$ cat src/rtl/page_bitmap_allocator_assert.svh
// assertion macros for the page bitmap allocator
// depends on nothing; included by the top level
`ifndef PAGE_BITMAP_ALLOCATOR_ASSERT_SVH
`define PAGE_BITMAP_ALLOCATOR_ASSERT_SVH
// implication checked every clock outside reset
`define PBA_ASSERT_IMPL(lbl, a, c, msg) \
  lbl: assert property (@(posedge clk) disable iff (rst) (a) |-> (c)) else $error(msg);
// next-cycle implication
`define PBA_ASSERT_NEXT(lbl, a, c, msg) \
  lbl: assert property (@(posedge clk) disable iff (rst) (a) |=> (c)) else $error(msg);
`endif

$ cat src/rtl/pba_pkg.sv
// shared types and constants of the page bitmap allocator
// no dependencies
package pba_pkg;
  localparam int MapWords = 1024;
  localparam int WordBits = 32;
  localparam int WordAw = $clog2(MapWords);
  localparam int TotalPages = MapWords * WordBits;
  localparam int PageW = 15;
  localparam int CntW = 16;
  localparam int PosW = 17;

  localparam logic [2:0] FUNC_ALLOC_PAGE = 3'd0;
  localparam logic [2:0] FUNC_RANGE_DMA = 3'd1;
  localparam logic [2:0] FUNC_RANGE_HIGH = 3'd2;
  localparam logic [2:0] FUNC_FREE = 3'd3;
  localparam logic [2:0] FUNC_MARK = 3'd4;

  localparam logic [1:0] ST_OK = 2'd0;
  localparam logic [1:0] ST_NOFREE = 2'd1;
  localparam logic [1:0] ST_ZERO = 2'd2;
  localparam logic [1:0] ST_PAST = 2'd3;

  typedef enum logic [2:0] {
    OP_SEARCH = 3'd0,
    OP_WRITE = 3'd1,
    OP_REPORT = 3'd2
  } op_t;

  // classified command handed from front to back
  typedef struct packed {
    op_t op;
    logic [1:0] status;
    logic make_free;
    logic dma_check;
    logic [PosW-1:0] start;
    logic [PosW-1:0] count;
    logic [PosW-1:0] limit;
  } cmd_t;
endpackage

$ cat src/rtl/pba_front.sv
// front end: accepts requests, classifies them and pushes commands
// depends on pba_pkg
module pba_front (
  input  logic valid,
  output logic ready,
  input  logic [2:0] func,
  input  logic [14:0] page_index,
  input  logic [15:0] page_count,
  input  logic [15:0] boundary,
  output logic q_push,
  output pba_pkg::cmd_t q_data,
  input  logic q_full
);
  logic [pba_pkg::PosW-1:0] idx_w, cnt_w, bnd_w, lo;

  assign ready = !q_full;
  assign q_push = valid && !q_full;
  assign idx_w = {2'b0, page_index};
  assign cnt_w = {1'b0, page_count};
  assign bnd_w = {1'b0, boundary};
  assign lo = (idx_w > bnd_w) ? idx_w : bnd_w;

  always_comb begin
    q_data = '0;
    q_data.op = pba_pkg::OP_REPORT;
    q_data.status = pba_pkg::ST_OK;
    q_data.limit = bnd_w;
    unique case (func) inside
      pba_pkg::FUNC_ALLOC_PAGE: begin
        q_data.op = pba_pkg::OP_SEARCH;
        q_data.start = lo;
        q_data.count = 17'd1;
      end
      pba_pkg::FUNC_RANGE_DMA, pba_pkg::FUNC_RANGE_HIGH: begin
        if (page_count == '0) begin
          q_data.status = pba_pkg::ST_ZERO;
        end else begin
          q_data.op = pba_pkg::OP_SEARCH;
          q_data.start = (func == pba_pkg::FUNC_RANGE_DMA) ? '0 : bnd_w;
          q_data.count = cnt_w;
          q_data.dma_check = (func == pba_pkg::FUNC_RANGE_DMA);
        end
      end
      pba_pkg::FUNC_FREE, pba_pkg::FUNC_MARK: begin
        if (page_count == '0) begin
          q_data.status = pba_pkg::ST_ZERO;
        end else if (idx_w + cnt_w > pba_pkg::PosW'(pba_pkg::TotalPages)) begin
          q_data.status = pba_pkg::ST_PAST;
        end else begin
          q_data.op = pba_pkg::OP_WRITE;
          q_data.start = idx_w;
          q_data.count = cnt_w;
          q_data.make_free = (func == pba_pkg::FUNC_FREE);
        end
      end
      default: begin
      end
    endcase
  end
endmodule

$ cat config.mk
export PLATFORM = sky130hd
export DESIGN_NAME = pba_front
export DESIGN_NICKNAME = d
export VERILOG_FILES = /design/src/rtl/page_bitmap_allocator_assert.svh /design/src/rtl/pba_pkg.sv /design/src/rtl/pba_front.sv
export SDC_FILE = /design/constraint.sdc
export NUM_CORES = 1
export LEC_CHECK = 0
export BUFFER_PORTS_ARGS = -buffer_cell sky130_fd_sc_hd__buf_2
export CAP_MARGIN = 0
export CORE_AREA = 2 2 94 96
export DETAILED_ROUTE_END_ITERATION = 7
export DIE_AREA = 0 0 96 98
export SYNTH_ARGS = -nofsm -noshare
export SYNTH_HDL_FRONTEND = slang
export SYNTH_SLANG_ARGS = --single-unit
$ cat constraint.sdc
create_clock -name vclk -period 5.81
set_clock_uncertainty 0.15 [all_clocks]
set_input_delay 1.162 -clock vclk [all_inputs]
set_output_delay 1.162 -clock vclk [all_outputs]
set_load 0.02 [all_outputs]
### Yosys cells after proc, flatten, opt, wreduce, memory -nomap -nowiden

Cells that the tools add are included.

| cells by class | value |
|---|---|
| equality and inequality tests | 4 |
| muxes and demuxes | 18 |
| reduce and logical (&&, ||, !) cells | 6 |
| magnitude comparators | 2 |
| add/sub/neg operators | 1 |

Operators with widths:

| cell | number |
|---|---|
| $pmux 34 s3 | 1 |
| $mux 32 | 2 |
| $mux 35 | 1 |
| $mux 16 | 2 |
| $add 15x16->17 | 1 |
| $gt 17x16->1 const B | 1 |
| $gt 15x16->1 | 1 |
| $logic_not 16->1 | 1 |
| $mux 2 | 5 |
| $pmux 3 s3 | 1 |
| $eq 3x2->1 const B | 2 |
| $mux 1 | 4 |
| $pmux 2 s2 | 1 |
| $reduce_or 2->1 | 2 |
| $eq 3x1->1 const B | 1 |
| $eq 3x3->1 const B | 1 |
| $logic_not 3->1 | 1 |
| $mux 3 | 1 |
| $logic_and 1x1->1 | 1 |
| $logic_not 1->1 | 1 |

| storage, ports and cells | value |
|---|---|
| register bits after elaboration | 0 |
| word-level logic and storage cells | 31 |
| output and inout port bits | 60 |

### Logic depth before layout (Yosys ltp)

| depth | value |
|---|---|
| depth in word-level cells | 5 |
| depth in mapped cells | 13 |
| mapped depth without buffers | 12 |

### Least setup slack after synthesis

OpenSTA, ideal clock, no wires.

| timing path | value |
|---|---|
| kind | input to output |
| start point | input page_index[0] |
| end point | output q_data[52] in the netlist's numbering |
| required time | 4.498 ns |
| cell stages on the path | 11 |
| path slack | -0.023 ns |
| arrival | 4.521 ns |
| cells stage by stage | ha_1 fa_1 or2_2 a2111oi_0 o211ai_1 nor4_2 o211ai_1 or4_4 a2111oi_4 nor3_2 nor4_1 |

RTL lines:

| what | line | source |
|---|---|---|
| start: declaration | pba_front.sv:7 | `input logic [14:0] page_index,` |
| end: declaration | pba_front.sv:11 | `output pba_pkg::cmd_t q_data,` |

==> flow_summary_export.csv <==
group,metric,value,unit
outcome,status,"finished with violations",
outcome,violations_in_the_final_reports,"negative setup slack",
hold_path,hold_path.class,"input port to primary output",
setup_path,cells_along_the_critical_path,"buf_8 > ha_4 > fa_2 > a21o_1 > a221oi_4 > o31ai_4 > a31o_2 > mux2_4 > or4_4 > a2111oi_4 > buf_4 > nor3_4 > o21ai_4 > buf_6 > a22o_1 > buf_6",
final_layout,finish.instance_area,3200,um^2
setup_path,critical_path.startpoint_type,"input port",
logic_synthesis,syn_area,2060,um^2
placed_design,number_of_buffer_cells_added_on_primary_ports,108,
power,power_report.internal_total,0.000160,W
sta,clock.fmax,169,MHz
floorplan,start_util,24.3,%
sta,tightest_slew,628,ps
logic_synthesis,synth.lib_cells_used.distinct,62,
routing,drt.antenna.violating_nets,0,
sta,rsz0062_at_grt,"true",
grt,grt_antenna_before_repair,1,
sta,layout_worst_path_cycle_share,102,%
hold_path,timing.hold.worst_endpoint,"q_data[5]",
power,power.sequential.fraction,0,%
floorplan,number_of_ports_placed_on_the_die_boundary,112,
logic_synthesis,register_area_share_after_synthesis,0,%
final_layout,synthToLayoutAreaGrowth,55.1,%
grt,aggregate_global_routing_overflow,0,
power,vdd.ir_drop.worst,0.0000216,V
power,power,0.000340,W
power,cellLeakagePower,1.63,nW
setup_path,worst_ep_arrival_time,4600,ps
logic_synthesis,netlist.area_leader.share,18.2,%
sta,relSlewSlack,58.0,%
sta,final_period_minus_worst_setup_slack,5910,ps
routing,drt_first_iter_violations,205,
final_layout,area.sequential,0,um^2
setup_path,timing.critical_path.slowest_cell_delay,490,ps
floorplan,die_height,98,um
routing,num_vias,2503,
setup_path,startpoint,"page_count[0]",
final_layout,layout.core_utilization,37.7,%
sta,postLayoutSetupSlackWorst,-102,ps
setup_path,critical_path.endpoint_type,"primary output",
power,power_density,106,nW/um^2
grt,grtUsageTotal,14.4,%
routing,detail_route.wirelength,7180,um
logic_synthesis,most_numerous_cell_in_the_yosys_netlist,"sky130_fd_sc_hd__ha_1",
routing,via_per_inst,5.01,
setup_path,required,4500,ps
grt,grt_pass1_vias,2464,
run,timing.max_cap.violations,0,
logic_synthesis,syn_inst,274,
setup_path,crit_path_top_delay_cell,"sky130_fd_sc_hd__or4_4",
setup_path,critical_path.max_fanout,7,
setup_path,setup.worst_path.class,"input port to primary output",
routing,final_routed_wire_length_divided_by_cell_count,14.4,um
placed_design,placedInstanceArea,2770,um^2
floorplan,core_area,8470,um^2
final_layout,fin_nets,476,
power,combPwrFrac,100.0,%
logic_synthesis,yosysWarningCount,0,
routing,firstDrtPassIters,4,
floorplan,chipWidth,96,um
setup_path,crit_top_cell,"sky130_fd_sc_hd__buf_6",
floorplan,floorplan.rows,34,
placed_design,finalWeightedCongestion,0.885,
sta,finalSetupViolations,30,
power,power.net_switching,0.000180,W
grt,grt_start_max_net_pins,17,
sta,report.final.hold_viol_count,0,
grt,grt_first_pass_wirelength,11400,um
final_layout,design.seq.count,0,
floorplan,floorplan.die_area,9410,um^2
placed_design,detailed_place_hpwl,5850,um
hold_path,hp-start,"boundary[5]",
final_layout,n_clock_buffer,0,
sta,slew_violations,0,
logic_synthesis,synth_area_leaders,"sky130_fd_sc_hd__ha_1 (18%), sky130_fd_sc_hd__buf_4 (7.7%), sky130_fd_sc_hd__nor2b_4 (6.7%), sky130_fd_sc_hd__a22o_1 (6.4%), sky130_fd_sc_hd__inv_1 (4.2%)",
logic_synthesis,synth_top_area_cell,"sky130_fd_sc_hd__ha_1",
final_layout,post_route_cells_drive_above_1_share,47.3,%
logic_synthesis,ys_top_cells_by_count,"sky130_fd_sc_hd__ha_1 (30), sky130_fd_sc_hd__inv_1 (23), sky130_fd_sc_hd__buf_4 (21), sky130_fd_sc_hd__nand2_1 (17)",
power,power_frac_clock,0,%
hold_path,worst_hold_path.num_cells,2,
power,power.share.switching,53.0,%
routing,remaining_drc_errors,0,
logic_synthesis,postSynthAreaPerCell,7.52,um^2
==> cells by family after synthesis <==
logic type                 synth area share [%]
and+or+nand+nor                            29.8
AOI/OAI and AO/OA                          33.8
buffers and inverters                      14.8
adders and majority gates                  19.2
xor gates and xnor gates                   1.28
muxes                                      1.03
other                                     0.182
==> repair_timing <==
action / in CTS / in global routing
resized for setup: 71 / 24
pin swaps: 17 / 13
setup endpoints to repair: 35 / 35
setup buffers: 6 / 2
hold buffers: 0 / 0
==> cell type report <==
cell class | instances | area, um^2
multi-input combinational | 223 | 1910
inverter | 23 | 86.3
tap | 108 | 135
fill | 842 | 5270
antenna | 1 | 2.50
timing repair buffer | 145 | 1060
==> layer usage <==
| layer | track usage [%] | vias up | part of all wire (%) |
|---|---|---|---|
| met5 | 0 | - | 0 |
| met4 | 2.20 | 0 | 2.1 |
| met3 | 0.463 | 10 | 4.2 |
| met2 | 27.2 | 77 | 52 |
| met1 | 17.8 | 1171 | 41 |
| li1 | - | 1245 | - |
==> worst max-delay path by stage <==
stage,end,slack [ps],depth (start not counted)
floorplan,q_data[54],90,12
global placement,q_data[22],-260,14
detailed placement,q_data[31],-390,14
CTS,q_data[22],-170,15
global route,q_data[43],-230,16
finish,q_data[43],-100,16
==> worst max-delay path, delay by kind of cell <==
kind | cells | cell delay, ps
adder cells (fa/ha/maj) | 2 | 510
buffers and inverters | 4 | 580
multiplexers | 1 | 270
AO/OA/AOI/OAI | 7 | 1500
AND/OR/NAND/NOR | 2 | 550
==> placed cells by master (no fill, tap or decap), types with 3 or more instances in the layout <==
cell type                  count
sky130_fd_sc_hd__a21oi_1      11
sky130_fd_sc_hd__nand4_1       5
sky130_fd_sc_hd__a211o_1       3
sky130_fd_sc_hd__nand3_1       3
sky130_fd_sc_hd__a31oi_1       4
sky130_fd_sc_hd__and3_1        4
sky130_fd_sc_hd__inv_1        23
sky130_fd_sc_hd__o22ai_1       3
sky130_fd_sc_hd__buf_2        73
sky130_fd_sc_hd__nand4b_1      3
sky130_fd_sc_hd__buf_4        37
sky130_fd_sc_hd__ha_1         29
sky130_fd_sc_hd__conb_1        4
sky130_fd_sc_hd__o21ai_0       6
sky130_fd_sc_hd__nand2_1      17
sky130_fd_sc_hd__a22o_1       15
sky130_fd_sc_hd__nor2_1       15
sky130_fd_sc_hd__or2_2         4
sky130_fd_sc_hd__o21a_1        5
sky130_fd_sc_hd__o211ai_1      5
sky130_fd_sc_hd__nor2b_4      12
sky130_fd_sc_hd__buf_6        32
sky130_fd_sc_hd__nor4_1        6
sky130_fd_sc_hd__a21o_1       10
sky130_fd_sc_hd__nor2b_1       6
==> power by group through the flow <==
stage               logic [W]  clock network (W)  registers (W)
floorplan            0.000191                  0              0
global placement     0.000280                  0              0
detailed placement   0.000283                  0              0
CTS                  0.000324                  0              0
global route         0.000368    0.0000000000230              0
finish               0.000340    0.0000000000230              0
==> per-stage QoR <==
stage | setup TNS, ps | hold slack [ps] | setup slack (ps) | cells
after floorplan | 0 | 2250 | 87.1 | 277
after global placement | -8090 | 2420 | -259 | 492
after detailed placement | -11180 | 2430 | -391 | 492
after CTS | -3940 | 2430 | -168 | 498
after global routing | -6760 | 2430 | -232 | 500
final | -2350 | 2430 | -102 | 500
No activity file was read; power rests on OpenSTA's default activity.
