<file path="src/rtl/page_bitmap_allocator_assert.svh">
// assertion macros for the page bitmap allocator
// depends on nothing; included by the top level
`ifndef PAGE_BITMAP_ALLOCATOR_ASSERT_SVH
`define PAGE_BITMAP_ALLOCATOR_ASSERT_SVH
// implication checked every clock outside reset
`define PBA_ASSERT_IMPL(lbl, a, c, msg) \
  lbl: assert property (@(posedge clk) disable iff (rst) (a) |-> (c)) else $error(msg);
// next-cycle implication
`define PBA_ASSERT_NEXT(lbl, a, c, msg) \
  lbl: assert property (@(posedge clk) disable iff (rst) (a) |=> (c)) else $error(msg);
`endif

</file>
<file path="src/rtl/pba_pkg.sv">
// shared types and constants of the page bitmap allocator
// no dependencies
package pba_pkg;
  localparam int MapWords = 1024;
  localparam int WordBits = 32;
  localparam int WordAw = $clog2(MapWords);
  localparam int TotalPages = MapWords * WordBits;
  localparam int PageW = 15;
  localparam int CntW = 16;
  localparam int PosW = 17;

  localparam logic [2:0] FUNC_ALLOC_PAGE = 3'd0;
  localparam logic [2:0] FUNC_RANGE_DMA = 3'd1;
  localparam logic [2:0] FUNC_RANGE_HIGH = 3'd2;
  localparam logic [2:0] FUNC_FREE = 3'd3;
  localparam logic [2:0] FUNC_MARK = 3'd4;

  localparam logic [1:0] ST_OK = 2'd0;
  localparam logic [1:0] ST_NOFREE = 2'd1;
  localparam logic [1:0] ST_ZERO = 2'd2;
  localparam logic [1:0] ST_PAST = 2'd3;

  typedef enum logic [2:0] {
    OP_SEARCH = 3'd0,
    OP_WRITE = 3'd1,
    OP_REPORT = 3'd2
  } op_t;

  // classified command handed from front to back
  typedef struct packed {
    op_t op;
    logic [1:0] status;
    logic make_free;
    logic dma_check;
    logic [PosW-1:0] start;
    logic [PosW-1:0] count;
    logic [PosW-1:0] limit;
  } cmd_t;
endpackage

</file>
<file path="src/rtl/pba_queue.sv">
// two-entry command queue between front and back
// depends on pba_pkg
module pba_queue (
  input  logic clk,
  input  logic rst,
  input  logic push,
  input  pba_pkg::cmd_t push_data,
  output logic full,
  input  logic pop,
  output pba_pkg::cmd_t pop_data,
  output logic not_empty
);
  pba_pkg::cmd_t slots [2];
  logic wr_ptr, rd_ptr;
  logic [1:0] fill;

  assign full = fill == 2'd2;
  assign not_empty = fill != 2'd0;
  assign pop_data = slots[rd_ptr];

  always_ff @(posedge clk) begin
    if (push) slots[wr_ptr] <= push_data;
    if (rst) begin
      wr_ptr <= 1'b0;
      rd_ptr <= 1'b0;
      fill <= '0;
    end else begin
      if (push) wr_ptr <= !wr_ptr;
      if (pop) rd_ptr <= !rd_ptr;
      fill <= fill + 2'(push) - 2'(pop);
    end
  end
endmodule

</file>
<file path="config.mk">
export PLATFORM = sky130hd
export DESIGN_NAME = pba_queue
export DESIGN_NICKNAME = d
export VERILOG_FILES = /design/src/rtl/page_bitmap_allocator_assert.svh /design/src/rtl/pba_pkg.sv /design/src/rtl/pba_queue.sv
export SDC_FILE = /design/constraint.sdc
export NUM_CORES = 1
export LEC_CHECK = 0
export BUFFER_PORTS_ARGS = -buffer_cell sky130_fd_sc_hd__buf_2
export CAP_MARGIN = 30
export CORE_ASPECT_RATIO = 0.5
export CORE_MARGIN = 2
export CORE_UTILIZATION = 52
export DETAILED_ROUTE_END_ITERATION = 10
export PLACE_DENSITY = 0.79
export SYNTH_ARGS = -nofsm -noshare
export SYNTH_HDL_FRONTEND = slang
export SYNTH_SLANG_ARGS = --single-unit
</file>
<file path="constraint.sdc">
create_clock -name clk -period 4.4 [get_ports clk]
set_input_delay 0.22 -clock clk [delete_from_list [all_inputs] [get_ports clk]]
set_output_delay 0.22 -clock clk [all_outputs]
set_load 0.01 [all_outputs]
</file>
# After elaboration in Yosys (flattened, before gate mapping)
# Memories as Yosys holds them, arrays and structs flattened. A register that Yosys moved wholly into a read port is not among the register bits.
# Index checks and enable logic that the tools add are counted.
# op_classes
n_reduce_logical	3
muxes	4
add_sub_neg	2
eq_ne	1
# ops
op	count
2-to-1 mux 1 bit	4
adder 2 x 1 -> 2 bit	1
== test 2 bit, second input constant	1
zero test 1 bit	2
nonzero test 2 bit	1
subtractor 2 x 1 -> 2 bit	1
# totals
ff_bits	4
mem_bits_rw	116
word_cells	14
input_bits	62
out_inout_bits	60
mem_count	1
# mem_list
memory	words	width	rd	rd_ports_with_merged_regs	wr	line	text
slots	2	58	1	1	1	pba_queue.sv:13	pba_pkg::cmd_t slots [2];

# Depth between registers and ports, before layout
# Gate-level depths: netlist of the first run.
# logic_depth
ltp_word	3
ltp_mapped	6
depth_no_buf	6

# Least setup slack after synthesis of the first run
# Ideal clock, no wire load.
# synth_path
kind	reg-to-reg
start	register wr_ptr
end	memory slots[0][0] (netlist name) (enable)
n_path_buf	0
arrival_time_ps	2910
path_stages_with_launch	2
required_time_ps	3919
path_slack_ps	1009
period_less_slack_ps	3391
setup_time_ps	481
cell_sequence	dfxtp_1 -> nor2b_1
# synth_rtl
element	line	text
start, declared	pba_queue.sv:14	logic wr_ptr, rd_ptr;
start signal, assigned	pba_queue.sv:28	if (push) wr_ptr <= !wr_ptr;
end, declared	pba_queue.sv:13	
# No word-level cell before the write port.

==> results of run 1 <==
repair_timing:
item | CTS | global route
gates resized for setup | 0 | 0
hold buffers | 21 | 10
buffers inserted | 0 | 0
endpoints found under the hold margin | 40 | 19
report_power, final:
group          switching [W]  internal [W]
clock               0.000428      0.000791
combinational       0.000143      0.000169
sequential         0.0000319       0.00135
total               0.000603       0.00231
state kept, by name, indices dropped and copies added, names as in the netlist, named ones only:
name,flops
slots,116
wr_ptr,1
fill,2
rd_ptr,1
kinds of logic (layout without fill, tap and decap cells):
group                    Yosys count  count (layout)  synth area share
buffers and inverters              8             189            0.0126
adder cells (fa/ha/maj)            2               2           0.00559
AND/OR/NAND/NOR                    9               9            0.0103
multiplexers                      58              58             0.163
XOR/XNOR                           3               3           0.00894
flip-flops                       121             121             0.800
per-stage QoR:
stage / setup WS (ns) / cells / utilization / total power, W / hold WS (ns)
floorplan: 1.01 / 201 / - / 0.00157 / 0.292
global placement: 2.32 / 431 / 0.637 / 0.00168 / 0.407
detailed placement: 2.26 / 431 / 0.637 / 0.00169 / 0.411
CTS: 1.83 / 484 / 0.729 / 0.00293 / 0.000429
global route: 1.71 / 494 / 0.741 / 0.00302 / 0.000153
finish: 1.88 / 494 / 0.741 / 0.00291 / 0.0145
area by class of cell:
| type | count | share of cell area |
|---|---|---|
| multi-input cells | 72 | 0.140 |
| repair buffers | 155 | 0.155 |
| inverters | 2 | 0.00124 |
| clock inverters | 3 | 0.00248 |
| flip-flops and latches | 121 | 0.592 |
| well taps | 112 | 0.0231 |
| clock buffers | 29 | 0.0860 |
layout by cell type (no fill, tap or decap):
master	count
mux2_2	38
buf_2	121
dfxtp_1	4
xnor2_1	2
clkbuf_16	17
clkbuf_1	7
nor2_1	4
and2_2	1
dlygate4sd3_1	31
dfxtp_2	1
clkinv_2	3
xnor3_1	1
or2_2	1
ha_1	2
buf_4	3
edfxtp_1	116
nor2b_1	2
nor2b_4	1
inv_1	2
mux2_4	20
clkbuf_8	5
worst max-delay path by stage:
| stage | slack, ns | end | cells past startpoint | from |
|---|---|---|---|---|
| after CTS | 1.83 | pop_data[30] | 3 | flop |
| after global placement | 2.32 | pop_data[30] | 3 | flop |
| after floorplan | 1.01 | slots[0][0]$_DFFE_PP_ | 1 | wr_ptr$_SDFFE_PP0P_ |
| after detailed placement | 2.26 | pop_data[30] | 3 | flop |
| after global routing | 1.71 | pop_data[30] | 3 | flop |
| final | 1.88 | pop_data[30] | 3 | flop |
layer usage:
| layer | share of wire | vias up | GRT usage | wire length [um] |
|---|---|---|---|---|
| li1 | - | 1135 | - | - |
| met1 | 0.38 | 1175 | 0.188 | 3200 |
| met2 | 0.56 | 62 | 0.350 | 4640 |
| met3 | 0.048 | 6 | 0.0702 | 402 |
| met4 | 0.0088 | 0 | 0.0775 | 73 |
| met5 | 0 | - | 0 | 0 |
critical path: cells and delay by family (launching register included):
kind	cells	cell delay, ns
buffers and inverters	2	0.67
flip-flops	1	0.81
multiplexers	1	0.40
==> results.json, run 1 <==
{
  "num_antenna_cells": 0,
  "dieArea_um2": 9420,
  "outcome": "finished clean",
  "hold_class": "in -> reg",
  "hold_start": "push_data[7]",
  "synth-edff-count": 116,
  "antenna_left": 0,
  "async_flop_share": 0,
  "r2r_cells": 2,
  "cts-root-buf": "clkbuf_16",
  "syn-num-nets": 265,
  "grt_pass1_wl_um": 12900,
  "grt_use_total": 0.187,
  "antenna_found_initial": 0,
  "worstPathArrival_ns": 2.30,
  "regArea_um2": 3580,
  "cap_violations": 0,
  "die_h_um": 69.6,
  "ys_types": 14,
  "synthTopCellsByCount": "116 x edfxtp_1, 38 x mux2_2, 20 x mux2_4",
  "synth_warnings": 0,
  "drive_above_1_share": 0.552,
  "whs_path_depth": 1,
  "worstPathRequired_ns": 4.18,
  "synth_ff_type": "edfxtp_1",
  "tns_ns": 0,
  "criticalPathCategory": "reg -> out",
  "peakVddDrop_mv": 0.311,
  "endpoint_kind": "primary output",
  "rsz0062_at_grt": "no",
  "syn_to_final_growth_pct": 35.2,
  "grt_pass1_vias": 2665,
  "skew_ns": 0.00707,
  "powerDensity_nw_per_um2": 481,
  "r2r_setup_slack_ns": 2.49,
  "grt_max_degree": 59,
  "cts_buffers": 17,
  "die_width_um": 135,
  "drt-pass1-iter-count": 4,
  "slew_headroom": 0.443,
  "cp_slowest_cell": "dfxtp_2",
  "hold_end": "slots[0][7]$_DFFE_PP_",
  "dr_total_vias": 2378,
  "r2r-end": "slots[0][30]$_DFFE_PP_",
  "dp_hpwl_um": 5120,
  "syn-cell-area_um2": 4480,
  "synth_top_area_share": 0.778,
  "yosys-top-cells-area": "edfxtp_1 78%, mux2_2 9.6%, mux2_4 6.7%",
  "routed_wl_um": 8320,
  "synth-seq-area-share": 0.800,
  "path_cells": "buf_4 > mux2_2 > buf_2",
  "final_nets": 433,
  "start_kind": "flop",
  "setup_violations": 0,
  "avgSynthCellArea_um2": 22.3,
  "min_period_ns": 2.52,
  "drc": 0,
  "top_level_ports": 122,
  "ys_seq_elements": 121,
  "yosysTopAreaCell": "edfxtp_1",
  "wl_per_cell_um": 16.8,
  "fillCellCount": 520,
  "htreeDepth": 4,
  "multi_input_area_um2": 848,
  "cts_tree": "built",
  "synth.most_common_cell": "edfxtp_1",
  "cts_buffer_depth": 2,
  "final_hold_viol_count": 0,
  "clk_latency_ns": 0.39,
  "crit_fanout": 30,
  "drtIter0Drc": 175,
  "finalMaxSlewViolations": 0,
  "portBuffers": 121,
  "period_share": 0.572,
  "core-area_um2": 8170,
  "cp_slowest_stage_delay_ns": 0.81,
  "cts.sinks": 121,
  "start_util": 0.548,
  "clk_pin_slew_ns": 0.05,
  "grt-ovfl-total": 0,
  "leakagePower_nw": 2.38,
  "netlist_instances": 201,
  "tightest_slew_ns": 0.834,
  "rows": 23,
  "max_freq_ghz": 0.397,
  "gp_congestion": 0.747,
  "worstReg2RegStart": "wr_ptr$_SDFFE_PP0P_",
  "viasPerCell": 4.81,
  "placed_area_um2": 5210,
  "fin_area_um2": 6050
}
Note: power is estimated with default switching activity, not from simulation.
==> run 2: changes to the inputs <==
--- a/config.mk
+++ b/config.mk
@@ -9,9 +9,9 @@
 export CAP_MARGIN = 30
 export CORE_ASPECT_RATIO = 0.5
 export CORE_MARGIN = 2
-export CORE_UTILIZATION = 52
+export CORE_UTILIZATION = 47
 export DETAILED_ROUTE_END_ITERATION = 10
-export PLACE_DENSITY = 0.79
+export PLACE_DENSITY = 0.76
 export SYNTH_ARGS = -nofsm -noshare
 export SYNTH_HDL_FRONTEND = slang
 export SYNTH_SLANG_ARGS = --single-unit
==> constraint.sdc (replaced) <==
create_clock -name clk -period 2.11 [get_ports clk]
set_input_delay 0.1055 -clock clk [delete_from_list [all_inputs] [get_ports clk]]
set_output_delay 0.1055 -clock clk [all_outputs]
set_load 0.01 [all_outputs]
==> run 2 against run 1 <==
Compared with the run above:
- sequential share of layout area shrank 3.4 points
- worst hold slack worse by 0.0035 ns
- global-route usage shrank 1.4 points
==> results.json, run 2 (synthesized netlist as in run 1, its figures left out) <==
{
  "grt_use_total": 0.173,
  "crit_fanout": 58,
  "drc": 0,
  "dieArea_um2": 10400,
  "dp_hpwl_um": 5130,
  "grt-ovfl-total": 0,
  "cts_buffer_depth": 2,
  "cts_buffers": 17,
  "routed_wl_um": 8580,
  "powerDensity_nw_per_um2": 985,
  "grt_pass1_wl_um": 13000,
  "power_frac_comb": 0.116,
  "gp_congestion": 0.697,
  "start_kind": "flop",
  "cts_resized": 0,
  "criticalPathCategory": "reg -> out",
  "die_h_um": 73.0,
  "drt-pass1-iter-count": 4,
  "path_cells": "buf_12 > mux2_2 > buf_2",
  "skew_ns": 0.00724,
  "final_nets": 465,
  "top_level_ports": 122,
  "hold_end": "rd_ptr$_SDFFE_PP0P_",
  "tns_ns": 0,
  "endpoint_kind": "primary output",
  "cts.sinks": 121,
  "final_common_cell": "buf_2",
  "clk_pin_slew_ns": 0.05,
  "final_cell_mix": "121 x buf_2, 116 x edfxtp_1, 61 x dlygate4sd3_1, 38 x mux2_2, 20 x mux2_4",
  "worstPathArrival_ns": 1.63,
  "worstPathRequired_ns": 2.00,
  "path_delay_family": "buffers and inverters",
  "switching_share": 0.205,
  "top_regs": "slots: 116 flops, fill: 2 flops",
  "die_width_um": 142,
  "finalMaxSlewViolations": 0,
  "period_share": 0.822,
  "cp_slowest_stage_delay_ns": 0.39,
  "portBuffers": 121,
  "antenna_left": 0,
  "largest_reg_flops": 116,
  "cap_violations": 0,
  "cts_tree": "built",
  "switching_power_w": 0.00129,
  "final_hold_viol_count": 0,
  "grt_pass1_vias": 2828,
  "setup_violations": 0,
  "start_util": 0.479,
  "largest_register": "slots",
  "cts-root-buf": "clkbuf_16",
  "outcome": "finished clean",
  "wl_per_cell_um": 16.1,
  "rows": 25,
  "syn_to_final_growth_pct": 43.4,
  "grt_max_degree": 59,
  "tightest_slew_ns": 0.431,
  "seq_power_share": 0.451,
  "min_period_ns": 1.74,
  "leakagePower_nw": 2.53,
  "timing.critical_path.buf_inv": 2,
  "clk_latency_ns": 0.40,
  "hold_start": "pop",
  "p_int_w": 0.00503,
  "worstReg2RegStart": "fill[0]$_SDFF_PP0_",
  "cp_slowest_cell": "mux2_2",
  "num_antenna_cells": 0,
  "antenna_found_initial": 0,
  "drive_above_1_share": 0.518,
  "htreeDepth": 4,
  "viasPerCell": 4.75,
  "p_clk_frac": 0.433,
  "core-area_um2": 9350,
  "dr_total_vias": 2536,
  "r2r_cells": 6,
  "whs_path_depth": 3,
  "max_freq_ghz": 0.576,
  "hold_class": "in -> reg",
  "r2r_setup_slack_ns": 0.69,
  "peakVddDrop_mv": 0.719,
  "total_power_w": 0.00633,
  "slew_headroom": 0.713,
  "r2r-end": "fill[1]$_SDFF_PP0_",
  "drtIter0Drc": 114,
  "rsz0062_at_grt": "no"
}
==> run 2: timing repair <==
| action | 4_1_cts | 5_1_grt |
|---|---|---|
| buffers inserted | 0 | 0 |
| endpoints found under the hold margin | 121 | 0 |
| hold buffers | 61 | 0 |
==> run 2: how the worst max path moves through the flow <==
stage	to	depth (start not counted)	slack [ns]
global placement	fill[1]$_SDFF_PP0_	6	0.79
detailed placement	fill[1]$_SDFF_PP0_	6	0.67
floorplan	slots[0][0]$_DFFE_PP_	1	0.48
CTS	pop_data[7]	3	0.36
global route	pop_data[7]	3	0.31
finish	pop_data[33]	3	0.37
==> run 2: worst reg2reg max path, cell delays in order, from the launching register on <==
cell and delay, ns:
dfxtp_1 0.34, inv_1 0.06, ha_1 0.27, inv_1 0.07, ha_1 0.15, xnor3_1 0.38
nor2_1 0.09
==> run 2: per-layer routing <==
metal | GRT usage | share of wire
met1 | 0.171 | 0.37
met2 | 0.333 | 0.57
met3 | 0.0446 | 0.030
met4 | 0.106 | 0.026
met5 | 0 | 0
==> run 2: power by group through the flow <==
stage | logic [W] | registers (W) | clock network, W
final | 0.000733 | 0.00285 | 0.00274
after global routing | 0.000787 | 0.00286 | 0.00290
after CTS | 0.000742 | 0.00285 | 0.00279
after floorplan | 0.000393 | 0.00288 | 0
after detailed placement | 0.000646 | 0.00290 | 0
after global placement | 0.000622 | 0.00288 | 0
==> run 2: per-stage QoR <==
stage	instances	hold WS (ns)	instance area (um2)	utilization	worst slack, ns
after floorplan	201	0.177	4490	-	0.482
after global placement	442	0.295	5250	0.561	0.790
after detailed placement	442	0.298	5250	0.561	0.669
after CTS	534	0.00542	6420	0.687	0.358
after global routing	534	0.0251	6420	0.687	0.306
final	534	0.0110	6420	0.687	0.375
==> run 2: final cells by class <==
type                       count  area (um2)
clock buffer                  20         437
fill                         614        2930
multi-input combinational     72         848
sequential                   121        3580
clock inverter                11         130
inverter                       2        7.51
timing repair buffer         187        1270
tap                          121         151
==> run 3: changes to the inputs <==
--- a/config.mk
+++ b/config.mk
@@ -5,13 +5,14 @@
 export SDC_FILE = /design/constraint.sdc
 export NUM_CORES = 1
 export LEC_CHECK = 0
+export ABC_AREA = 1
 export BUFFER_PORTS_ARGS = -buffer_cell sky130_fd_sc_hd__buf_2
 export CAP_MARGIN = 30
 export CORE_ASPECT_RATIO = 0.5
 export CORE_MARGIN = 2
-export CORE_UTILIZATION = 47
+export CORE_UTILIZATION = 52
 export DETAILED_ROUTE_END_ITERATION = 10
-export PLACE_DENSITY = 0.76
+export PLACE_DENSITY = 0.79
 export SYNTH_ARGS = -nofsm -noshare
 export SYNTH_HDL_FRONTEND = slang
 export SYNTH_SLANG_ARGS = --single-unit
==> constraint.sdc (replaced) <==
create_clock -name clk -period 1.7 [get_ports clk]
set_input_delay 0.085 -clock clk [delete_from_list [all_inputs] [get_ports clk]]
set_output_delay 0.085 -clock clk [all_outputs]
set_load 0.01 [all_outputs]
==> run 3 against run 2 <==
Compared with the run above:
- die area shrank 9.1%
- largest cell class unchanged
- first-iteration DRC count grew 68%
- cell area is essentially flat
- global-route usage grew 3.1 points
- register-to-register slack lost 0.27 ns
- clock power grew 20%
==> results.json, run 3 <==
{
  "outcome": "finished clean",
  "hold_end": "rd_ptr$_SDFFE_PP0P_",
  "dr_total_vias": 2587,
  "slew_headroom": 0.704,
  "endpoint_kind": "primary output",
  "leakagePower_nw": 2.55,
  "synth_ff_type": "edfxtp_1",
  "syn_to_final_growth_pct": 43.4,
  "top_regs": "slots: 116 flops, fill: 2 flops",
  "r2r_setup_slack_ns": 0.42,
  "drive_above_1_share": 0.501,
  "ys_types": 14,
  "netlist_instances": 211,
  "synth_top_area_share": 0.777,
  "drc": 0,
  "wl_per_cell_um": 16.7,
  "rows": 23,
  "syn-num-nets": 275,
  "routed_wl_um": 8970,
  "top_level_ports": 122,
  "place_inst": 444,
  "synth-edff-count": 116,
  "period_share": 0.954,
  "worstPathRequired_ns": 1.62,
  "syn-cell-area_um2": 4480,
  "hold_class": "in -> reg",
  "skew_ns": 0.00735,
  "cts_buffers": 17,
  "peakVddDrop_mv": 0.969,
  "tns_ns": 0,
  "die_width_um": 135,
  "portBuffers": 121,
  "start_kind": "flop",
  "grt_use_total": 0.204,
  "yosysTopAreaCell": "edfxtp_1",
  "start_util": 0.549,
  "max_freq_ghz": 0.617,
  "cts.sinks": 121,
  "avgSynthCellArea_um2": 21.3,
  "grt_pass1_vias": 2773,
  "synth-seq-area-share": 0.799,
  "synth.most_common_cell": "edfxtp_1",
  "yosys-top-cells-area": "edfxtp_1 78%, mux2_2 9.5%, mux2_4 6.7%",
  "clk_pin_slew_ns": 0.05,
  "synth_warnings": 0,
  "worstPathArrival_ns": 1.54,
  "finalMaxSlewViolations": 0,
  "setup_violations": 0,
  "drtIter0Drc": 191,
  "min_period_ns": 1.62,
  "crit_fanout": 30,
  "num_antenna_cells": 0,
  "powerDensity_nw_per_um2": 1190,
  "final_common_cell": "buf_2",
  "synthTopCellsByCount": "116 x edfxtp_1, 38 x mux2_2, 20 x mux2_4",
  "hold_ws_ns": 0.0326,
  "grt_max_degree": 34,
  "cts_tree": "built",
  "antenna_left": 0,
  "async_flop_share": 0,
  "r2r_cells": 3,
  "cts_buffer_depth": 2,
  "clk_latency_ns": 0.40,
  "layout.cells.non_filler": 537,
  "drt-pass1-iter-count": 4,
  "final_nets": 476,
  "cap_violations": 0,
  "core-area_um2": 8170,
  "worstReg2RegStart": "wr_ptr$_SDFFE_PP0P_",
  "htreeDepth": 4,
  "whs_path_depth": 3,
  "gp_congestion": 0.670,
  "hold_start": "pop",
  "rsz0062_at_grt": "no",
  "ys_seq_elements": 121,
  "final_cell_mix": "121 x buf_2, 116 x edfxtp_1, 61 x dlygate4sd3_1, 38 x mux2_2, 20 x mux2_4",
  "largest_register": "slots",
  "final_hold_viol_count": 0,
  "post_cts_buffers": 0,
  "r2r-end": "slots[1][33]$_DFFE_PP_",
  "antenna_found_initial": 0,
  "fillCellCount": 457,
  "grt_pass1_wl_um": 13700,
  "dieArea_um2": 9430,
  "viasPerCell": 4.82,
  "criticalPathCategory": "reg -> out",
  "cts-root-buf": "clkbuf_16",
  "tightest_slew_ns": 0.444,
  "die_h_um": 69.7,
  "dp_hpwl_um": 5230,
  "largest_reg_flops": 116,
  "grt-ovfl-total": 0
}
## run 3: cell count changes after synthesis, sizes merged, moves of 3 or more
cell and delta:
inv +6, nor2 +3, nand2 +5, nor2b -3
## run 3: layout make-up
| class | count | area, um2 | area share |
|---|---|---|---|
| Sequential cell | 121 | 3580 | 0.557 |
| Timing Repair Buffer | 188 | 1300 | 0.202 |
| Multi-Input combinational cell | 76 | 830 | 0.129 |
| Clock buffer | 20 | 437 | 0.0679 |
| Tap cell | 112 | 140 | 0.0218 |
| Clock inverter | 12 | 108 | 0.0167 |
| Inverter | 8 | 33.8 | 0.00525 |
## run 3: critical path: stages, from the launching register on
cell     delay [ns]
dfxtp_2        0.37
buf_12         0.23
mux2_2         0.38
buf_2          0.14
## run 3: metal layers
metal  up-vias  wire [um]  track usage
met3        19        402       0.0782
li1       1229          -            -
met4         0        215        0.103
met5         -          0            0
met2        83       4830        0.357
met1      1256       3520        0.217
## run 3: logic make-up (layout without fill, tap and decap cells)
family          after synthesis  after routing  share of synthesized area
compound gates                1              1                    0.00112
mux                          58             58                      0.162
flops                       121            121                      0.799
buf+inv                      14            228                     0.0176
simple gates                 14             14                     0.0123
xor+xnor                      1              1                    0.00195
fa+ha+maj                     2              2                    0.00558
## run 3: through the flow
step / worst slack [ns] / area (um2) / total power [W] / util
2_1_floorplan: 0.0419 / 4500 / 0.00399 / -
3_3_place_gp: 0.462 / 5280 / 0.00427 / 0.646
3_5_place_dp: 0.426 / 5280 / 0.00431 / 0.646
4_1_cts: 0.0643 / 6430 / 0.00769 / 0.787
5_1_grt: 0.0134 / 6430 / 0.00792 / 0.787
6_report: 0.0780 / 6430 / 0.00766 / 0.787
## run 3: where the power goes
group	switching (W)	leakage (nW)	internal, W
logic	0.000405	1.15	0.000462
registers	0.0000464	1.13	0.00346
clock network	0.00117	0.267	0.00212
total	0.00162	2.55	0.00603
## run 3: timing repair
item / in CTS / in global routing
endpoints found under the hold margin: 121 / 0
gates resized for setup: 0 / 0
hold buffers: 61 / 0
## run 3: worst max-delay path by stage
| stage | from | endpoint | slack, ns | cells past startpoint |
|---|---|---|---|---|
| finish | flop | pop_data[6] | 0.08 | 3 |
| global route | flop | pop_data[20] | 0.01 | 3 |
| CTS | flop | pop_data[6] | 0.06 | 3 |
| detailed placement | wr_ptr$_SDFFE_PP0P_ | slots[1][47]$_DFFE_PP_ | 0.43 | 3 |
| global placement | wr_ptr$_SDFFE_PP0P_ | slots[1][47]$_DFFE_PP_ | 0.46 | 3 |
| floorplan | wr_ptr$_SDFFE_PP0P_ | slots[1][0]$_DFFE_PP_ | 0.04 | 2 |
